===== src/rtl/core/tcvs_pkg.sv =====
// ----------------------------------------------------------------------------
// tcvs_pkg: shared definitions for the two-hand clock victim selector
// Opcodes, status codes, register indexes, widths and the request and response
// types of the iterative remainder unit.
// ----------------------------------------------------------------------------
package tcvs_pkg;

  localparam int FRAME_COUNT_DEFAULT = 64;

  // width of frames_in_use and of every value the remainder unit handles
  localparam int VAL_W     = 7;
  localparam int GAP_W     = 6;
  localparam int FRAME_W   = 6;
  localparam int STEP_W    = $clog2(VAL_W);
  localparam int CFG_IDX_W = 2;

  localparam int FIU_RESET = 64;
  localparam int GAP_RESET = 16;

  localparam logic [1:0] OP_TOUCH = 2'd0;
  localparam logic [1:0] OP_PIN   = 2'd1;
  localparam logic [1:0] OP_UNPIN = 2'd2;
  localparam logic [1:0] OP_EVICT = 2'd3;

  localparam logic [1:0] STAT_OK     = 2'd0;
  localparam logic [1:0] STAT_VICTIM = 2'd1;
  localparam logic [1:0] STAT_NONE   = 2'd2;

  localparam logic [CFG_IDX_W-1:0] REG_FRAMES_IN_USE = 2'd0;
  localparam logic [CFG_IDX_W-1:0] REG_HAND_GAP      = 2'd1;

  typedef struct packed {
    logic             start;
    logic [VAL_W-1:0] dividend;
    logic [VAL_W-1:0] divisor;
  } tcvs_rem_req_t;

  typedef struct packed {
    logic             done;
    logic [VAL_W-1:0] rem;
  } tcvs_rem_rsp_t;

endpackage


===== src/rtl/core/tcvs_rem.sv =====
// ----------------------------------------------------------------------------
// tcvs_rem: iterative remainder unit
// Restoring shift-subtract remainder, one dividend bit per cycle through a
// single compare and subtract. Done pulses in the cycle after the last step.
// ----------------------------------------------------------------------------
module tcvs_rem
  import tcvs_pkg::*;
(
  input  logic          clk,
  input  logic          rst_n,
  input  tcvs_rem_req_t req,
  output tcvs_rem_rsp_t rsp
);

  localparam logic [STEP_W-1:0] STEP_LAST = STEP_W'(VAL_W - 1);

  logic              busy_r, busy_nxt;
  logic              done_r, done_nxt;
  logic [STEP_W-1:0] cnt_r, cnt_nxt;
  logic [VAL_W-1:0]  rem_r, rem_nxt;
  logic [VAL_W-1:0]  dvd_r, dvd_nxt;
  logic [VAL_W-1:0]  dsr_r, dsr_nxt;
  logic [VAL_W:0]    trial;
  logic [VAL_W:0]    diff;

  always_comb begin
    trial = {rem_r, dvd_r[VAL_W-1]};
    if (trial >= {1'b0, dsr_r}) begin
      diff = trial - {1'b0, dsr_r};
    end else begin
      diff = trial;
    end
  end

  always_comb begin
    busy_nxt = busy_r;
    done_nxt = 1'b0;
    cnt_nxt  = cnt_r;
    rem_nxt  = rem_r;
    dvd_nxt  = dvd_r;
    dsr_nxt  = dsr_r;
    if (req.start) begin
      busy_nxt = 1'b1;
      cnt_nxt  = '0;
      rem_nxt  = '0;
      dvd_nxt  = req.dividend;
      dsr_nxt  = req.divisor;
    end else if (busy_r) begin
      rem_nxt = diff[VAL_W-1:0];
      dvd_nxt = {dvd_r[VAL_W-2:0], 1'b0};
      cnt_nxt = cnt_r + STEP_W'(1);
      if (cnt_r == STEP_LAST) begin
        busy_nxt = 1'b0;
        done_nxt = 1'b1;
      end
    end
  end

  always_ff @(posedge clk) begin
    if (!rst_n) begin
      busy_r <= 1'b0;
      done_r <= 1'b0;
      cnt_r  <= '0;
    end else begin
      busy_r <= busy_nxt;
      done_r <= done_nxt;
      cnt_r  <= cnt_nxt;
    end
  end

  always_ff @(posedge clk) begin
    rem_r <= rem_nxt;
    dvd_r <= dvd_nxt;
    dsr_r <= dsr_nxt;
  end

  assign rsp.done = done_r;
  assign rsp.rem  = rem_r;

endmodule


===== src/rtl/core/two_hand_clock_victim_select.sv =====
// ----------------------------------------------------------------------------
// two_hand_clock_victim_select: two-handed clock victim selection
// Touch, pin and unpin requests update per-frame bit memories; an eviction
// request walks both hands one frame per step until a victim is found.
// Touch, pin, unpin: the result is registered, shown in the cycle after the
//   request is taken; a new one waits only on a stalled result or cfg_valid.
// Eviction: each frame step is a registered memory read, then a test, for up to
//   2 x frames_in_use steps (frames_in_use held to 1..FRAME_COUNT); a hand at or
//   beyond it is first reduced by the shared remainder unit. Writing hand_gap
//   sets the clear hand to hand_gap, reduced the same way.
// Reset clears both bit memories in a pass over every frame; requests wait for
//   it, configuration writes are taken meanwhile unless a hand_gap write waits.
// ----------------------------------------------------------------------------
module two_hand_clock_victim_select
  import tcvs_pkg::*;
#(
  parameter int FRAME_COUNT = FRAME_COUNT_DEFAULT
) (
  input  logic                 clk,
  input  logic                 rst_n,
  input  logic                 in_tvalid,
  output logic                 in_tready,
  input  logic [7:0]           in_tdata,   // frame_index[5:0]
  input  logic [1:0]           in_tuser,   // opcode[1:0]
  output logic                 out_tvalid,
  input  logic                 out_tready,
  output logic [7:0]           out_tdata,  // victim_index[5:0]
  output logic [1:0]           out_tuser,  // status[1:0]
  input  logic                 cfg_valid,
  output logic                 cfg_ready,
  input  logic [CFG_IDX_W-1:0] cfg_index,
  input  logic [VAL_W-1:0]     cfg_data
);

  localparam int HW          = $clog2(FRAME_COUNT);
  localparam int CW          = (HW + 1 > VAL_W) ? HW + 1 : VAL_W;
  localparam int RESET_LIVE  = (FRAME_COUNT < FIU_RESET) ? FRAME_COUNT : FIU_RESET;
  localparam int RESET_CLEAR = GAP_RESET % RESET_LIVE;
  localparam int NFRAMES_IN  = 1 << FRAME_W;

  localparam logic [3:0] S_CLR    = 4'd0;
  localparam logic [3:0] S_IDLE   = 4'd1;
  localparam logic [3:0] S_CHK_G  = 4'd2;
  localparam logic [3:0] S_WAIT_G = 4'd3;
  localparam logic [3:0] S_CHK_E  = 4'd4;
  localparam logic [3:0] S_WAIT_E = 4'd5;
  localparam logic [3:0] S_CHK_C  = 4'd6;
  localparam logic [3:0] S_WAIT_C = 4'd7;
  localparam logic [3:0] S_RD     = 4'd8;
  localparam logic [3:0] S_EVAL   = 4'd9;
  localparam logic [3:0] S_PUSH   = 4'd10;

  logic [3:0]         state_r, state_nxt;
  logic [VAL_W-1:0]   fiu_r, fiu_nxt;
  logic [GAP_W-1:0]   gap_r, gap_nxt;
  logic [HW-1:0]      evict_r, evict_nxt;
  logic [HW-1:0]      clear_r, clear_nxt;
  logic [HW-1:0]      clr_addr_r, clr_addr_nxt;
  logic               gap_pend_r, gap_pend_nxt;
  logic [VAL_W:0]     steps_r, steps_nxt;
  logic               fwd_r, fwd_nxt;
  logic [HW-1:0]      ef_r, ef_nxt;
  logic [1:0]         pend_status_r, pend_status_nxt;
  logic [FRAME_W-1:0] pend_victim_r, pend_victim_nxt;
  logic               out_valid_r, out_valid_nxt;
  logic [1:0]         out_status_r, out_status_nxt;
  logic [FRAME_W-1:0] out_victim_r, out_victim_nxt;

  logic               acc_mem [FRAME_COUNT];
  logic               pin_mem [FRAME_COUNT];
  logic               acc_rd_r, pin_rd_r;
  logic               acc_we, acc_wd, pin_we, pin_wd;
  logic [HW-1:0]      acc_waddr, pin_waddr;

  logic [HW-1:0]      wrap_lut [NFRAMES_IN];
  logic [HW-1:0]      frame_w;
  logic [VAL_W-1:0]   live_n;
  logic               evict_lt, clear_lt, gap_lt;
  logic [HW-1:0]      e_adv, c_adv;
  logic               in_fire, cfg_fire, gap_fire;

  tcvs_rem_req_t      rem_req;
  tcvs_rem_rsp_t      rem_rsp;

  tcvs_rem u_rem (
    .clk   (clk),
    .rst_n (rst_n),
    .req   (rem_req),
    .rsp   (rem_rsp)
  );

  // frame index reduced modulo the frame count
  for (genvar g = 0; g < NFRAMES_IN; g++) begin : g_wrap
    assign wrap_lut[g] = HW'(g % FRAME_COUNT);
  end
  assign frame_w = wrap_lut[in_tdata[FRAME_W-1:0]];

  always_comb begin
    if (fiu_r == '0) begin
      live_n = VAL_W'(1);
    end else if (CW'(fiu_r) > CW'(FRAME_COUNT)) begin
      live_n = VAL_W'(FRAME_COUNT);
    end else begin
      live_n = fiu_r;
    end
  end

  assign evict_lt = CW'(evict_r) < CW'(live_n);
  assign clear_lt = CW'(clear_r) < CW'(live_n);
  assign gap_lt   = CW'(gap_r) < CW'(live_n);
  assign e_adv    = (CW'(evict_r) + CW'(1) == CW'(live_n)) ? '0 : evict_r + HW'(1);
  assign c_adv    = (CW'(clear_r) + CW'(1) == CW'(live_n)) ? '0 : clear_r + HW'(1);

  assign cfg_ready = (state_r == S_IDLE) || ((state_r == S_CLR) && !gap_pend_r);
  assign in_tready = (state_r == S_IDLE) && !cfg_valid && (!out_valid_r || out_tready);
  assign in_fire   = in_tvalid && in_tready;
  assign cfg_fire  = cfg_valid && cfg_ready;
  assign gap_fire  = cfg_fire && (cfg_index == REG_HAND_GAP);

  always_comb begin
    state_nxt       = state_r;
    fiu_nxt         = fiu_r;
    gap_nxt         = gap_r;
    evict_nxt       = evict_r;
    clear_nxt       = clear_r;
    clr_addr_nxt    = clr_addr_r;
    gap_pend_nxt    = gap_pend_r;
    steps_nxt       = steps_r;
    fwd_nxt         = fwd_r;
    ef_nxt          = ef_r;
    pend_status_nxt = pend_status_r;
    pend_victim_nxt = pend_victim_r;
    out_valid_nxt   = out_valid_r && !out_tready;
    out_status_nxt  = out_status_r;
    out_victim_nxt  = out_victim_r;
    acc_we          = 1'b0;
    acc_waddr       = clear_r;
    acc_wd          = 1'b0;
    pin_we          = 1'b0;
    pin_waddr       = ef_r;
    pin_wd          = 1'b1;
    rem_req.start    = 1'b0;
    rem_req.dividend = '0;
    rem_req.divisor  = live_n;

    if (cfg_fire) begin
      unique case (cfg_index)
        REG_FRAMES_IN_USE: begin
          fiu_nxt = cfg_data;
        end
        REG_HAND_GAP: begin
          gap_nxt   = cfg_data[GAP_W-1:0];
          evict_nxt = '0;
          if (state_r == S_CLR) begin
            gap_pend_nxt = 1'b1;
          end else begin
            state_nxt = S_CHK_G;
          end
        end
        default: begin
        end
      endcase
    end

    unique case (state_r)
      S_CLR: begin
        acc_we    = 1'b1;
        acc_waddr = clr_addr_r;
        acc_wd    = 1'b0;
        pin_we    = 1'b1;
        pin_waddr = clr_addr_r;
        pin_wd    = 1'b0;
        if (clr_addr_r == HW'(FRAME_COUNT - 1)) begin
          state_nxt = (gap_pend_r || gap_fire) ? S_CHK_G : S_IDLE;
        end else begin
          clr_addr_nxt = clr_addr_r + HW'(1);
        end
      end
      S_IDLE: begin
        if (in_fire) begin
          unique case (in_tuser)
            OP_TOUCH: begin
              acc_we    = 1'b1;
              acc_waddr = frame_w;
              acc_wd    = 1'b1;
            end
            OP_PIN: begin
              pin_we    = 1'b1;
              pin_waddr = frame_w;
              pin_wd    = 1'b1;
            end
            OP_UNPIN: begin
              pin_we    = 1'b1;
              pin_waddr = frame_w;
              pin_wd    = 1'b0;
            end
            OP_EVICT: begin
              steps_nxt = '0;
              state_nxt = S_CHK_E;
            end
            default: begin
            end
          endcase
          if (in_tuser != OP_EVICT) begin
            out_valid_nxt  = 1'b1;
            out_status_nxt = STAT_OK;
            out_victim_nxt = '0;
          end
        end
      end
      S_CHK_G: begin
        gap_pend_nxt = 1'b0;
        if (gap_lt) begin
          clear_nxt = HW'(gap_r);
          state_nxt = S_IDLE;
        end else begin
          rem_req.start    = 1'b1;
          rem_req.dividend = VAL_W'(gap_r);
          state_nxt        = S_WAIT_G;
        end
      end
      S_WAIT_G: begin
        if (rem_rsp.done) begin
          clear_nxt = HW'(rem_rsp.rem);
          state_nxt = S_IDLE;
        end
      end
      S_CHK_E: begin
        if (evict_lt) begin
          state_nxt = S_CHK_C;
        end else begin
          rem_req.start    = 1'b1;
          rem_req.dividend = VAL_W'(evict_r);
          state_nxt        = S_WAIT_E;
        end
      end
      S_WAIT_E: begin
        if (rem_rsp.done) begin
          evict_nxt = HW'(rem_rsp.rem);
          state_nxt = S_CHK_C;
        end
      end
      S_CHK_C: begin
        if (clear_lt) begin
          state_nxt = S_RD;
        end else begin
          rem_req.start    = 1'b1;
          rem_req.dividend = VAL_W'(clear_r);
          state_nxt        = S_WAIT_C;
        end
      end
      S_WAIT_C: begin
        if (rem_rsp.done) begin
          clear_nxt = HW'(rem_rsp.rem);
          state_nxt = S_RD;
        end
      end
      S_RD: begin
        // clear hand acts first; a clear on the evict frame is forwarded
        acc_we    = 1'b1;
        acc_waddr = clear_r;
        acc_wd    = 1'b0;
        fwd_nxt   = (clear_r == evict_r);
        ef_nxt    = evict_r;
        evict_nxt = e_adv;
        clear_nxt = c_adv;
        steps_nxt = steps_r + (VAL_W + 1)'(1);
        state_nxt = S_EVAL;
      end
      S_EVAL: begin
        if (!pin_rd_r && !(acc_rd_r && !fwd_r)) begin
          pin_we          = 1'b1;
          pin_waddr       = ef_r;
          pin_wd          = 1'b1;
          pend_status_nxt = STAT_VICTIM;
          pend_victim_nxt = FRAME_W'(ef_r);
          state_nxt       = S_PUSH;
        end else if (steps_r == {live_n, 1'b0}) begin
          pend_status_nxt = STAT_NONE;
          pend_victim_nxt = '0;
          state_nxt       = S_PUSH;
        end else begin
          state_nxt = S_RD;
        end
      end
      S_PUSH: begin
        if (!out_valid_r || out_tready) begin
          out_valid_nxt  = 1'b1;
          out_status_nxt = pend_status_r;
          out_victim_nxt = pend_victim_r;
          state_nxt      = S_IDLE;
        end
      end
      default: begin
        state_nxt = S_IDLE;
      end
    endcase
  end

  always_ff @(posedge clk) begin
    if (!rst_n) begin
      state_r     <= S_CLR;
      fiu_r       <= VAL_W'(FIU_RESET);
      gap_r       <= GAP_W'(GAP_RESET);
      evict_r     <= '0;
      clear_r     <= HW'(RESET_CLEAR);
      clr_addr_r  <= '0;
      gap_pend_r  <= 1'b0;
      steps_r     <= '0;
      out_valid_r <= 1'b0;
    end else begin
      state_r     <= state_nxt;
      fiu_r       <= fiu_nxt;
      gap_r       <= gap_nxt;
      evict_r     <= evict_nxt;
      clear_r     <= clear_nxt;
      clr_addr_r  <= clr_addr_nxt;
      gap_pend_r  <= gap_pend_nxt;
      steps_r     <= steps_nxt;
      out_valid_r <= out_valid_nxt;
    end
  end

  always_ff @(posedge clk) begin
    fwd_r         <= fwd_nxt;
    ef_r          <= ef_nxt;
    pend_status_r <= pend_status_nxt;
    pend_victim_r <= pend_victim_nxt;
    out_status_r  <= out_status_nxt;
    out_victim_r  <= out_victim_nxt;
  end

  // bit memories, read at the evict hand
  always_ff @(posedge clk) begin
    if (acc_we) begin
      acc_mem[acc_waddr] <= acc_wd;
    end
    acc_rd_r <= acc_mem[evict_r];
  end

  always_ff @(posedge clk) begin
    if (pin_we) begin
      pin_mem[pin_waddr] <= pin_wd;
    end
    pin_rd_r <= pin_mem[evict_r];
  end

  assign out_tvalid = out_valid_r;
  assign out_tdata  = {2'b00, out_victim_r};
  assign out_tuser  = out_status_r;

endmodule


===== config.mk =====
export PLATFORM = sky130hd
export DESIGN_NAME = two_hand_clock_victim_select
export DESIGN_NICKNAME = d
export VERILOG_FILES = /design/src/rtl/core/tcvs_pkg.sv /design/src/rtl/core/tcvs_rem.sv /design/src/rtl/core/two_hand_clock_victim_select.sv
export SDC_FILE = /design/constraint.sdc
export NUM_CORES = 1
export LEC_CHECK = 0
export BUFFER_PORTS_ARGS = -buffer_cell sky130_fd_sc_hd__buf_2
export CORE_MARGIN = 2
export CORE_UTILIZATION = 60
export CTS_BUF_LIST = sky130_fd_sc_hd__clkbuf_4 sky130_fd_sc_hd__clkbuf_8 sky130_fd_sc_hd__clkbuf_16
export CTS_CLUSTER_SIZE = 25
export DETAILED_ROUTE_END_ITERATION = 6
export PLACE_DENSITY = 0.77
export SYNTH_ARGS = -nofsm -noshare
export SYNTH_HDL_FRONTEND = slang
export SYNTH_SLANG_ARGS = --single-unit
export TNS_END_PERCENT = 50

===== constraint.sdc =====
create_clock -name clk -period 8 [get_ports clk]
set_input_delay 2.4 -clock clk [delete_from_list [all_inputs] [get_ports clk]]
set_output_delay 2.4 -clock clk [all_outputs]
set_load 0.02 [all_outputs]

# == Word level (Yosys, flattened, before mapping) ==
# Memories as Yosys holds them, arrays and structs flattened. A register that Yosys moved wholly into a read port is not among the register bits.
# Index checks and enable logic that the tools add are counted.
# word_totals
in_bits,24
ff_bits,94
word_cells,191
memories,3
ram_bits,128
mem_bits_ro,384
latchBits,0
out_inout_bits,13
# op_classes
shift,0
bitwise,4
order_cmp,6
n_reduce_logical,42
n_addsub,8
n_mux,80
eq_ne,27
n_div,0
mul,0
# mem_list
memory,depth,width,read_ports,rd_ports_with_merged_regs,write_ports,line_no,text
(no name shown),64,6,1,0,0,two_hand_clock_victim_select.sv:96,assign frame_w = wrap_lut[in_tdata[FRAME_W-1:0]];
acc_mem,64,1,1,1,1,two_hand_clock_victim_select.sv:69,logic acc_mem [FRAME_COUNT];
pin_mem,64,1,1,1,1,two_hand_clock_victim_select.sv:70,logic pin_mem [FRAME_COUNT];
# op_table
operator,n
6-bit two-way mux,18
6-bit case mux with 2 select lines,4
4-bit two-way mux,11
4-bit case mux with 11 select lines,1
8-bit two-way mux,5
7-bit two-way mux,5
8-bit case mux with 3 select lines,1
6-bit by 7-bit < comparator with 1-bit output,3
1-bit two-way mux,19
6-bit by 1-bit adder with 6-bit output (second input constant),3
2-bit two-way mux,9
6-bit case mux with 3 select lines,1
4-bit by 3-bit equality test with 1-bit output (second input constant),4
8-bit case mux with 2 select lines,1
6-bit by 1-bit adder with 7-bit output (second input constant),2
7-bit equality test,2
4-bit equality test (second input constant),3
2-bit OR reduction,5
1-bit logical AND,9
3-bit AND reduction,3
8-bit by 1-bit adder with 8-bit output (second input constant),1
4-bit by 2-bit equality test with 1-bit output (second input constant),2
8-bit equality test,1
8-bit by 7-bit greater-or-equal comparator with 1-bit output,1
other kinds (27),53

# == Longest topological paths before layout ==
# Gate-level depths: netlist (run 1).
# depth
word_depth,9
mapped_depth,13
ltp_nobuf,11

# == Hierarchy ==
# From an unflattened synthesis (run 1), not the netlist that was laid out.
# hier_totals
cells_unflattened,1091
hier_area_um2,12264.3
# modules_own_cells
module,cells_each,area_per_inst_um2,instances,seq_area_each_um2
two_hand_clock_victim_select,954,10797.9,1,5475.3
tcvs_rem,137,1466.4,1,660.6

# == Worst setup path before layout (run 1) ==
# OpenSTA, ideal clock, no wires.
# synth_timing
kind,input -> register
startpoint,input port out_tready
endpoint,"memory pin_mem[0], data pin"
t_arrival_ps,5659
path_stages,5
setup_time_ps,702
setup_slack_ps,1639
required_ps,7298
n_path_buf,2
path_cell_list,nor2b_1 -> clkbuf_1 -> clkbuf_1 -> nor3_1 -> o21ai_0
# synth_between
elab_chain_cells,5
# synth_lines
item,line_no,text
start: declaration,two_hand_clock_victim_select.sv:26,"input logic out_tready,"
1-bit logical OR,two_hand_clock_victim_select.sv:115,assign in_tready = (state_r == S_IDLE) && !cfg_valid && (!out_valid_r || out_tready);
1-bit logical AND,two_hand_clock_victim_select.sv:115,
1-bit logical AND,two_hand_clock_victim_select.sv:116,assign in_fire = in_tvalid && in_tready;
1-bit two-way mux,two_hand_clock_victim_select.sv:180,if (in_fire) begin
1-bit case mux with 2 select lines,two_hand_clock_victim_select.sv:165,unique case (state_r)
via pin_wd,two_hand_clock_victim_select.sv:72,"logic acc_we, acc_wd, pin_we, pin_wd;"
end: declaration,two_hand_clock_victim_select.sv:70,
# The timed path passes the listed nets, and every way through them passes these cells.

# == Worst setup path in the final report (run 1) ==
# layout_timing
startpoint,input port out_tready
endpoint,output port in_tready
# layout_between
elab_chain_cells,2
# layout_lines
item,line_no,text
1-bit logical OR,two_hand_clock_victim_select.sv:115,
1-bit logical AND,two_hand_clock_victim_select.sv:115,
end: declaration,two_hand_clock_victim_select.sv:22,"output logic in_tready,"
# Every way passes these cells.

==> impl.org, run 1 <==
** STA
- Headroom to the max-slew limit :: 40.4%
- Post-route worst hold slack :: 0.468 ns
- Maximum clock frequency :: 179 MHz
- Worst Setup Slack, final :: 2.42 ns
- Setup violations remaining at the end of the flow were counted as 0.
- RSZ-0062 raised after global routing :: no
- The final number of max-transition violations was 0.
- At the pin with the least slew margin, the transition time is 0.887 ns.
- After layout, the worst path uses 69.7% of the clock period.
- Counting I/O delays and the setup requirement, the final critical path takes 5.58 ns.
- Total negative setup slack :: 0 ns
- Across the routed clock network, the largest skew measured is 0.0133 ns.
- Final Hold Viols :: 0

** Setup path
- Endpoint arrival time on the critical path :: 3.18 ns
- Critical-path maximum fanout :: 16
- The critical path is of the input port to primary output type.
- Endpoint type of the worst setup path :: primary output
- Startpoint kind of the worst setup timing path :: input port
- Worst EP required :: 5.60 ns

** Pwr
- Int Power :: 0.00210 W
- Peak supply drop :: 205 uV
- Power per unit of standard cell area :: 225 nW/um^2
- Power share of the clock group :: 36.7%
- Sw Ratio :: 28.9%
- Power share of the combinational group :: 16.7%
- Share of power burned in registers :: 46.6%
- Power spent charging and discharging nets :: 0.000852 W
- LEAKAGE :: 4.76 nW

** Finish
- Of the cells placed in the final design, the portion with a size suffix greater than 1 is 13.8%.
- Cells fill 67.1% of the core in the end.
- Relative to the synthesized area, the layout overhead comes to 9.41%.
- In the final design database the tool counted 1182 nets.
- Most frequent standard cell in the layout excluding fill and tap cells :: nor2_1
- Post-Layout Cell Count :: 1407
- 0 antenna diodes ended up in the layout.
- Most frequent cells in the layout :: nor2_1, edfxtp_1, nand2_1

** Synth
- Synthesis produced 1119 cells.
- The synthesized design contains 224 register bits.
- Summing the areas of all xor and xnor instances in the mapped netlist gives 2.60% of the synthesized area.
- Number of distinct standard cells referenced by the synthesized netlist :: 80
- The synthesized netlist devotes 3.70% of its cell area to adder and majority cells.
- During synthesis, Yosys emitted a total of 0 warnings.
- Simple-gate share of the synthesized area :: 18.4%
- In this run, synthesis inferred 165 flip-flops with an integrated enable.
- Compound-cell area share of the yosys netlist :: 11.0%
- Post-Synthesis Mean Instance Area :: 10.7 um^2
- After synthesis, the share of flip-flops with an asynchronous set or reset is 0%.
- The share of the Yosys chip area taken by registers is 51.2%.
- Largest family of logic cells by synthesized area :: simple AND/OR/NAND/NOR gates
- Post-Syn Area :: 12000 um^2
- In the synthesized netlist the dominant register cell turns out to be edfxtp_1.
- Multiplexer area fraction after synthesis :: 9.08%

** CTS
- CTS clk-pin slew, worst paths :: 0.06 ns
- In this run the number of H-tree levels came out at 1.
- Number of clock sinks seen by CTS :: 224
- Number of CTS-inserted buffers :: 24
- Post-CTS timing repair inserted 0 buffers for setup.
- Hold buffer count at cts :: 0
- TritonCTS built the clock tree.
- Clock Tree Buf Depth :: 3
- Worst skew pair latency :: 0.54 ns
- CTS Root Buffer Type :: clkbuf_16
- The number of gates resized after CTS was 0.

** GRT
- Entering global routing, the biggest net connects 69 pins.
- The first global-routing pass estimated 45600 um of wire.
- The number of global-route vias before repair was 8670.
- Overall fraction of global-route tracks in use :: 27.3%
- The number of antenna violations at the first check in global routing came to 0.
- Total grt overflow :: 0

** Status
- The flow ran to the end, and the final reports show no timing, DRC or antenna violations.

** Route
- In the routed design, unresolved DRC markers number 0.
- Via density per instance :: 6.34
- Detailed-router iteration count before antenna repair :: 6
- The detail route stage leaves a number of antenna-violating nets equal to 0.
- Wire per inst :: 20.5 um
- Total Routed Length :: 28900 um
- 1st-iter DRT viols :: 1060
- Vias :: 8918

** Worst hold path
- The tightest min-delay check is of the flip-flop to flip-flop type.

** Die
- From left edge to right edge, the die measures 145 um.
- Die outline area :: 21100 um^2
- Measured along the y axis, the die boundary spans 145 um.
- Pin placement for this block handled 37 I/O pins.
- Starting density of the core :: 61.3%
- Site row count :: 51
- After floorplanning, the core was sized to cover 19500 um^2.

** Placement
- PortBufs :: 32
- Counting tap cells, the placed design contains a total of 1363 instances.
- Dpl ws :: 2.43 ns
- Summed over all nets, the half-perimeter wirelength after detailed placement is 19100 um.
- Routability-driven placement finished with a final weighted congestion of 0.900.

** Job
- Max-cap viol count :: 0
## final timing paths
kind,start,to,slack (ns),cells past startpoint
hold reg to reg,u_rem.rem_r[6],u_rem.rem_r[6],0.47,2
setup / recovery,out_tready,in_tready,2.42,5
hold / removal,u_rem.rem_r[6],u_rem.rem_r[6],0.47,2
setup reg to reg,fiu_r[6],u_rem.dsr_r[2],4.13,10
## cell usage after synthesis (all sizes together) (3+ instances only)
cell,instances,area [um^2]
nor2,178,668
edfxtp,165,4950
nand2,81,304
dfxtp,59,1180
clkbuf,54,203
a21oi,53,265
inv,45,169
o21ai,44,224
mux4,42,946
ha,33,413
nor3,32,160
nand3,28,140
and2,23,144
nor2b,22,138
xnor2,19,166
buf,17,100
nand2b,16,100
a31oi,15,93.8
xor2,14,123
mux2i,13,130
or3,12,75.1
a21boi,11,82.6
a211oi,9,67.6
or2,9,56.3
and3,8,50.1
nor3b,8,60.1
a222oi,6,60.1
nand3b,6,45.0
nand4,6,37.5
nor4,6,52.6
a21o,5,37.5
a22o,5,43.8
o31ai,5,37.5
a311oi,4,35.0
o211ai,4,30.0
o21a,4,30.0
o32ai,4,35.0
a2111oi,3,26.3
a22oi,3,22.5
nor4b,3,26.3
o2111ai,3,26.3
o31a,3,26.3
or3b,3,26.3
or4,3,26.3
## state kept, by name, indices dropped and copies added (netlist names), 2 cells and up
| name | flops |
|---|---|
| evict_r | 6 |
| pend_status_r | 2 |
| u_rem.cnt_r | 3 |
| pend_victim_r | 6 |
| state_r | 4 |
| out_victim_r | 6 |
| fiu_r | 7 |
| u_rem.rem_r | 7 |
| acc_mem | 64 |
| clear_r | 6 |
| gap_r | 6 |
| pin_mem | 64 |
| out_tuser | 2 |
| u_rem.dvd_r | 7 |
| clr_addr_r | 6 |
| ef_r | 6 |
| steps_r | 8 |
| u_rem.dsr_r | 7 |
## layout make-up
class | instances | area, um^2
clock buffer | 28 | 637
clock inverter | 16 | 149
fill | 1504 | 6430
inverter | 46 | 178
multi-input combinational | 779 | 5380
sequential | 224 | 6140
tap | 265 | 332
timing repair buffer | 49 | 288
## layer usage
layer	track usage [%]	wire (um)
met5	0	0
met4	11.2	1240
met3	3.84	2490
met2	44.3	13500
met1	37.4	11600
## stage by stage
stage / power (W) / instance area (um^2)
floorplan: 0.00174 / 12000
global placement: 0.00187 / 12300
detailed placement: 0.00188 / 12300
CTS: 0.00295 / 13100
global route: 0.00306 / 13100
finish: 0.00295 / 13100
## critical path, stage by stage
cell     delay [ns]
buf_2          0.08
nor2b_1        0.03
buf_4          0.19
nor3_1         0.26
buf_2          0.23
## kinds of logic after synthesis
| kind of cell | Yosys count |
|---|---|
| and+or+nand+nor | 453 |
| DFF | 224 |
| AOI/OAI and AO/OA | 199 |
| buffers and inverters | 117 |
| muxes | 56 |
| adders and majority gates | 35 |
| xor gates and xnor gates | 34 |
| other | 1 |
## power by group through the flow
stage,Sequential [W],Clock [W],Combinational (W)
finish,0.00138,0.00108,0.000491
global route,0.00138,0.00114,0.000541
CTS,0.00137,0.00109,0.000485
detailed placement,0.00140,0,0.000482
global placement,0.00140,0,0.000472
floorplan,0.00137,0,0.000367
Power figures use the tool's default switching activity.
==> inputs of run 2 (changes only) <==
--- a/config.mk
+++ b/config.mk
@@ -5,9 +5,10 @@
 export SDC_FILE = /design/constraint.sdc
 export NUM_CORES = 1
 export LEC_CHECK = 0
+export ABC_AREA = 1
 export BUFFER_PORTS_ARGS = -buffer_cell sky130_fd_sc_hd__buf_2
 export CORE_MARGIN = 2
-export CORE_UTILIZATION = 60
+export CORE_UTILIZATION = 57
 export CTS_BUF_LIST = sky130_fd_sc_hd__clkbuf_4 sky130_fd_sc_hd__clkbuf_8 sky130_fd_sc_hd__clkbuf_16
 export CTS_CLUSTER_SIZE = 25
 export DETAILED_ROUTE_END_ITERATION = 6
==> constraint.sdc (replaced) <==
create_clock -name clk -period 5 [get_ports clk]
set_input_delay 1.5 -clock clk [delete_from_list [all_inputs] [get_ports clk]]
set_output_delay 1.5 -clock clk [all_outputs]
set_load 0.02 [all_outputs]
==> run 2 against run 1 <==
  * Utilization shrank 3.7 points
  * Sequential power grew 53%
  * Via count grew 13%
  * Largest cell class unchanged
  * Largest power group unchanged
  * Highest routed layer unchanged
==> impl.org, run 2 <==
** STA
- Clock skew after layout :: 0.0151 ns (was 0.0133 ns)
- Period utilisation layout :: 74.4%
- The minimum setup slack in the final design was 1.28 ns (was 2.42 ns).
- Timing would allow up to 269 MHz.
- The actual transition at the worst max-transition pin was 0.920 ns (was 0.887 ns).
- RSZ-0062 raised after global routing: no (unchanged).
- Headroom to the max-slew limit :: 38.7% (was 40.4%)
- Total negative setup slack :: 0 ns (unchanged)
- Fin crit period :: 3.72 ns
- Pins Over Slew Limit :: 0 (unchanged)
- Final Hold Viols :: 0 (unchanged)
- Endpoints failing setup :: 0 (unchanged)

** Status
- Outcome: finished clean (unchanged).

** Worst hold path
- Path class of the lowest-slack min-delay path :: flip-flop to flip-flop (unchanged)

** Setup path
- The class of the most critical setup path is flip-flop to flip-flop (was input port to primary output).
- Critical-path maximum fanout :: 16 (unchanged)
- Worst EP required :: 5.15 ns (was 5.60 ns)
- The critical path endpoint category is a flip-flop (was primary output).
- The data arrival at the endpoint of the critical path was 3.87 ns (was 3.18 ns).
- Startpoint kind of the worst setup timing path :: flip-flop (was input port)

** Synth
- Top cells by area in the synthesized netlist: edfxtp_1, dfxtp_1, nor2_1 (was edfxtp_1, dfxtp_1, mux4_2).
- Most frequently used cell type in the post-synthesis netlist :: nor2_1 (unchanged)
- The number of flops mapped to enable cells by yosys came to 165 (unchanged).
- The post-synthesis instance total came to 1392 (was 1119).
- The share of the yosys chip area belonging to registers came to 50.9% (was 51.2%).
- Post-synth top cells: nor2_1, nand2_1, edfxtp_1, inv_1, o21ai_0 (was nor2_1, edfxtp_1, nand2_1, dfxtp_1, clkbuf_1).
- The library cell occupying the most area in the post-synthesis netlist is edfxtp_1 (unchanged).
- Post-Synthesis Mean Instance Area :: 8.66 um^2 (was 10.7 um^2)
- The number of synthesis warnings was 0 (unchanged).
- Yosys top cell area share :: 41.1% (was 41.4%)
- The number of library cell types mapped by synthesis is 57 (was 80).
- Leading register cell type out of synthesis :: edfxtp_1 (unchanged)
- The area of the mapped netlist came to 12100 um^2 (was 12000 um^2).
- Post-synthesis async set-or-reset flop share :: 0% (unchanged)
- Post-synthesis register bit count :: 224 (unchanged)

** Route
- Post-route DRC violation count :: 0 (unchanged)
- The detailed-route vias per instance came to 5.88 (was 6.34).
- Detailed-router iteration count before antenna repair :: 5 (was 6)
- The initial detailed-routing violation count was 1013 (was 1060).
- The detailed-route via count came to 10047 (was 8918).
- Count of antenna-violating nets left after detailed routing :: 0 (unchanged)
- Wire per inst :: 17.5 um (was 20.5 um)
- Total Routed Length :: 29800 um (was 28900 um)

** Finish
- The signed area change from the synthesized netlist to the final layout came to 9.84% (was 9.41%).
- The final cell utilization of the core is 63.4% (was 67.1%).
- Fraction of final layout cells sized beyond drive strength 1 :: 10.9% (was 13.8%)
- Largest registers ranked by flip-flop count :: acc_mem (64), pin_mem (64), steps_r (8) (unchanged)
- Most frequent cells in the layout :: nor2_1, nand2_1, edfxtp_1 (was nor2_1, edfxtp_1, nand2_1)
- Post-Layout Cell Count :: 1709 (was 1407)
- The final antenna diode count came to 0 (unchanged).
- The number of nets in the finished design is 1475 (was 1182).
- The most common library cell in the layout ignoring fill and taps is nor2_1 (unchanged).

** Placement
- Final HPWL from detailed placement :: 19700 um (was 19100 um)
- Routability-driven placement congestion ratio :: 0.948 (was 0.900)
- Placed Cells incl. Taps :: 1667 (was 1363)
- The setup slack at placement was 1.06 ns (was 2.43 ns).
- PortBufs :: 32 (unchanged)

** Die
- Die outline area :: 22300 um^2 (was 21100 um^2)
- Area inside the core boundary :: 20900 um^2 (was 19500 um^2)
- Count of boundary I/O pins :: 37 (unchanged)
- Die width :: 149 um (was 145 um)
- Vertical die dimension :: 149 um (was 145 um)
- The count of standard-cell rows came to 53 (was 51).
- The starting utilization of the core area came to 57.7% (was 61.3%).

** CTS
- The number of buffers inserted for hold repair after clock tree synthesis came to 0 (unchanged).
- Clock Tree Buf Depth :: 3 (unchanged)
- CTS tree :: built (unchanged)
- The number of gates resized after CTS was 0 (unchanged).
- The insertion delay to the later sink of the worst-skew pair came to 0.52 ns (was 0.54 ns).
- Number of clock sinks seen by CTS :: 224 (unchanged)
- Number of CTS-inserted buffers :: 23 (was 24)
- # Post-CTS Setup Buffers :: 0 (unchanged)
- The root buffer cell is clkbuf_16 (unchanged).
- The number of levels the H-tree was split into is 1 (unchanged).
- CTS clk-pin slew, worst paths :: 0.06 ns (about the same)

** Pwr
- The power per cell area was 343 nW/um^2 (was 225 nW/um^2).
- The leakage power of the design was 5.18 nW (was 4.76 nW).
- The peak supply drop was 435 uV (was 205 uV).
- The overall power came to 0.00454 W (was 0.00295 W).

** GRT
- Pin count of the biggest net entering global routing :: 70 (was 69)
- Overall fraction of global-route tracks in use :: 27.2% (was 27.3%)
- The first-pass GRT wire length is 47700 um (was 45600 um).
- The number of global-route vias before repair is 9467 (was 8670).
- The leftover overflow at the end of global routing was 0 (unchanged).
- The number of antenna violations at the first check in global routing is 0 (unchanged).

** Job
- The max-cap check violation count came to 0 (unchanged).
[run 2: cell count changes in the layout (fill, tap and decap cells not counted), sizes merged, moves of 23 or more]
cell,change
nor2,+137
nand2,+122
inv,+101
nand3,+79
o21ai,+63
mux4,-42
o22ai,+25
and2,-23
[run 2: area by class of cell]
class / count / area [um^2]
repair buffers: 43 / 243
fillers: 1760 / 7650
multi-input cells: 974 / 5170
clock buffers: 37 / 699
inverters: 151 / 569
flip-flops and latches: 224 / 6140
well taps: 275 / 344
clock inverters: 5 / 78.8
[run 2: logic make-up after synthesis]
group	after synthesis	synth area share [%]
compound gates	248	12.8
fa+ha+maj	34	3.59
other cells	1	0.0311
xor+xnor	19	1.38
simple gates	671	25.0
flops	224	50.9
buf+inv	195	6.30
[run 2: metrics by stage]
stage | hold slack [ns] | area [um^2]
6_report | 0.488 | 13200
5_1_grt | 0.524 | 13200
4_1_cts | 0.485 | 13200
3_5_place_dp | 0.476 | 12500
3_3_place_gp | 0.473 | 12500
2_1_floorplan | 0.435 | 12100
[run 2: critical path, stage by stage (launching register included)]
cell and delay (ns):
dfxtp_1 0.32, nor2_1 0.20, nand3_1 0.11, nand2_1 0.24, nand2_1 0.33, ha_1 0.42, nand2_1 0.05, o21ai_0 0.32
nand4_1 0.19, nand2_1 0.10, nand2_1 0.17, nand2_1 0.12, clkinv_1 0.24, nand2_1 0.54
[run 2: worst paths after layout]
path                            slack, ns           start  depth (start not counted)              to
worst max-delay path                 1.28        fiu_r[2]                         13  u_rem.dsr_r[5]
worst min register to register       0.49  u_rem.rem_r[4]                          2  u_rem.rem_r[4]
worst min-delay path                 0.49  u_rem.rem_r[4]                          2  u_rem.rem_r[4]
worst max register to register       1.28        fiu_r[2]                         13  u_rem.dsr_r[5]
[run 2: report_power, final]
part	total, W	internal, W	switching, W
sequential	0.00211	0.00206	0.0000483
clock	0.00175	0.00106	0.000690
combinational	0.000671	0.000193	0.000478
total	0.00454	0.00332	0.00122
[run 2: layer usage]
| layer | vias up | wire length, um | track usage, % |
|---|---|---|---|
| met5 | - | 0 | 0 |
| met4 | 0 | 765 | 8.81 |
| met3 | 72 | 3030 | 4.95 |
| met2 | 466 | 13400 | 43.6 |
| met1 | 4708 | 12600 | 37.7 |
| li1 | 4801 | - | - |
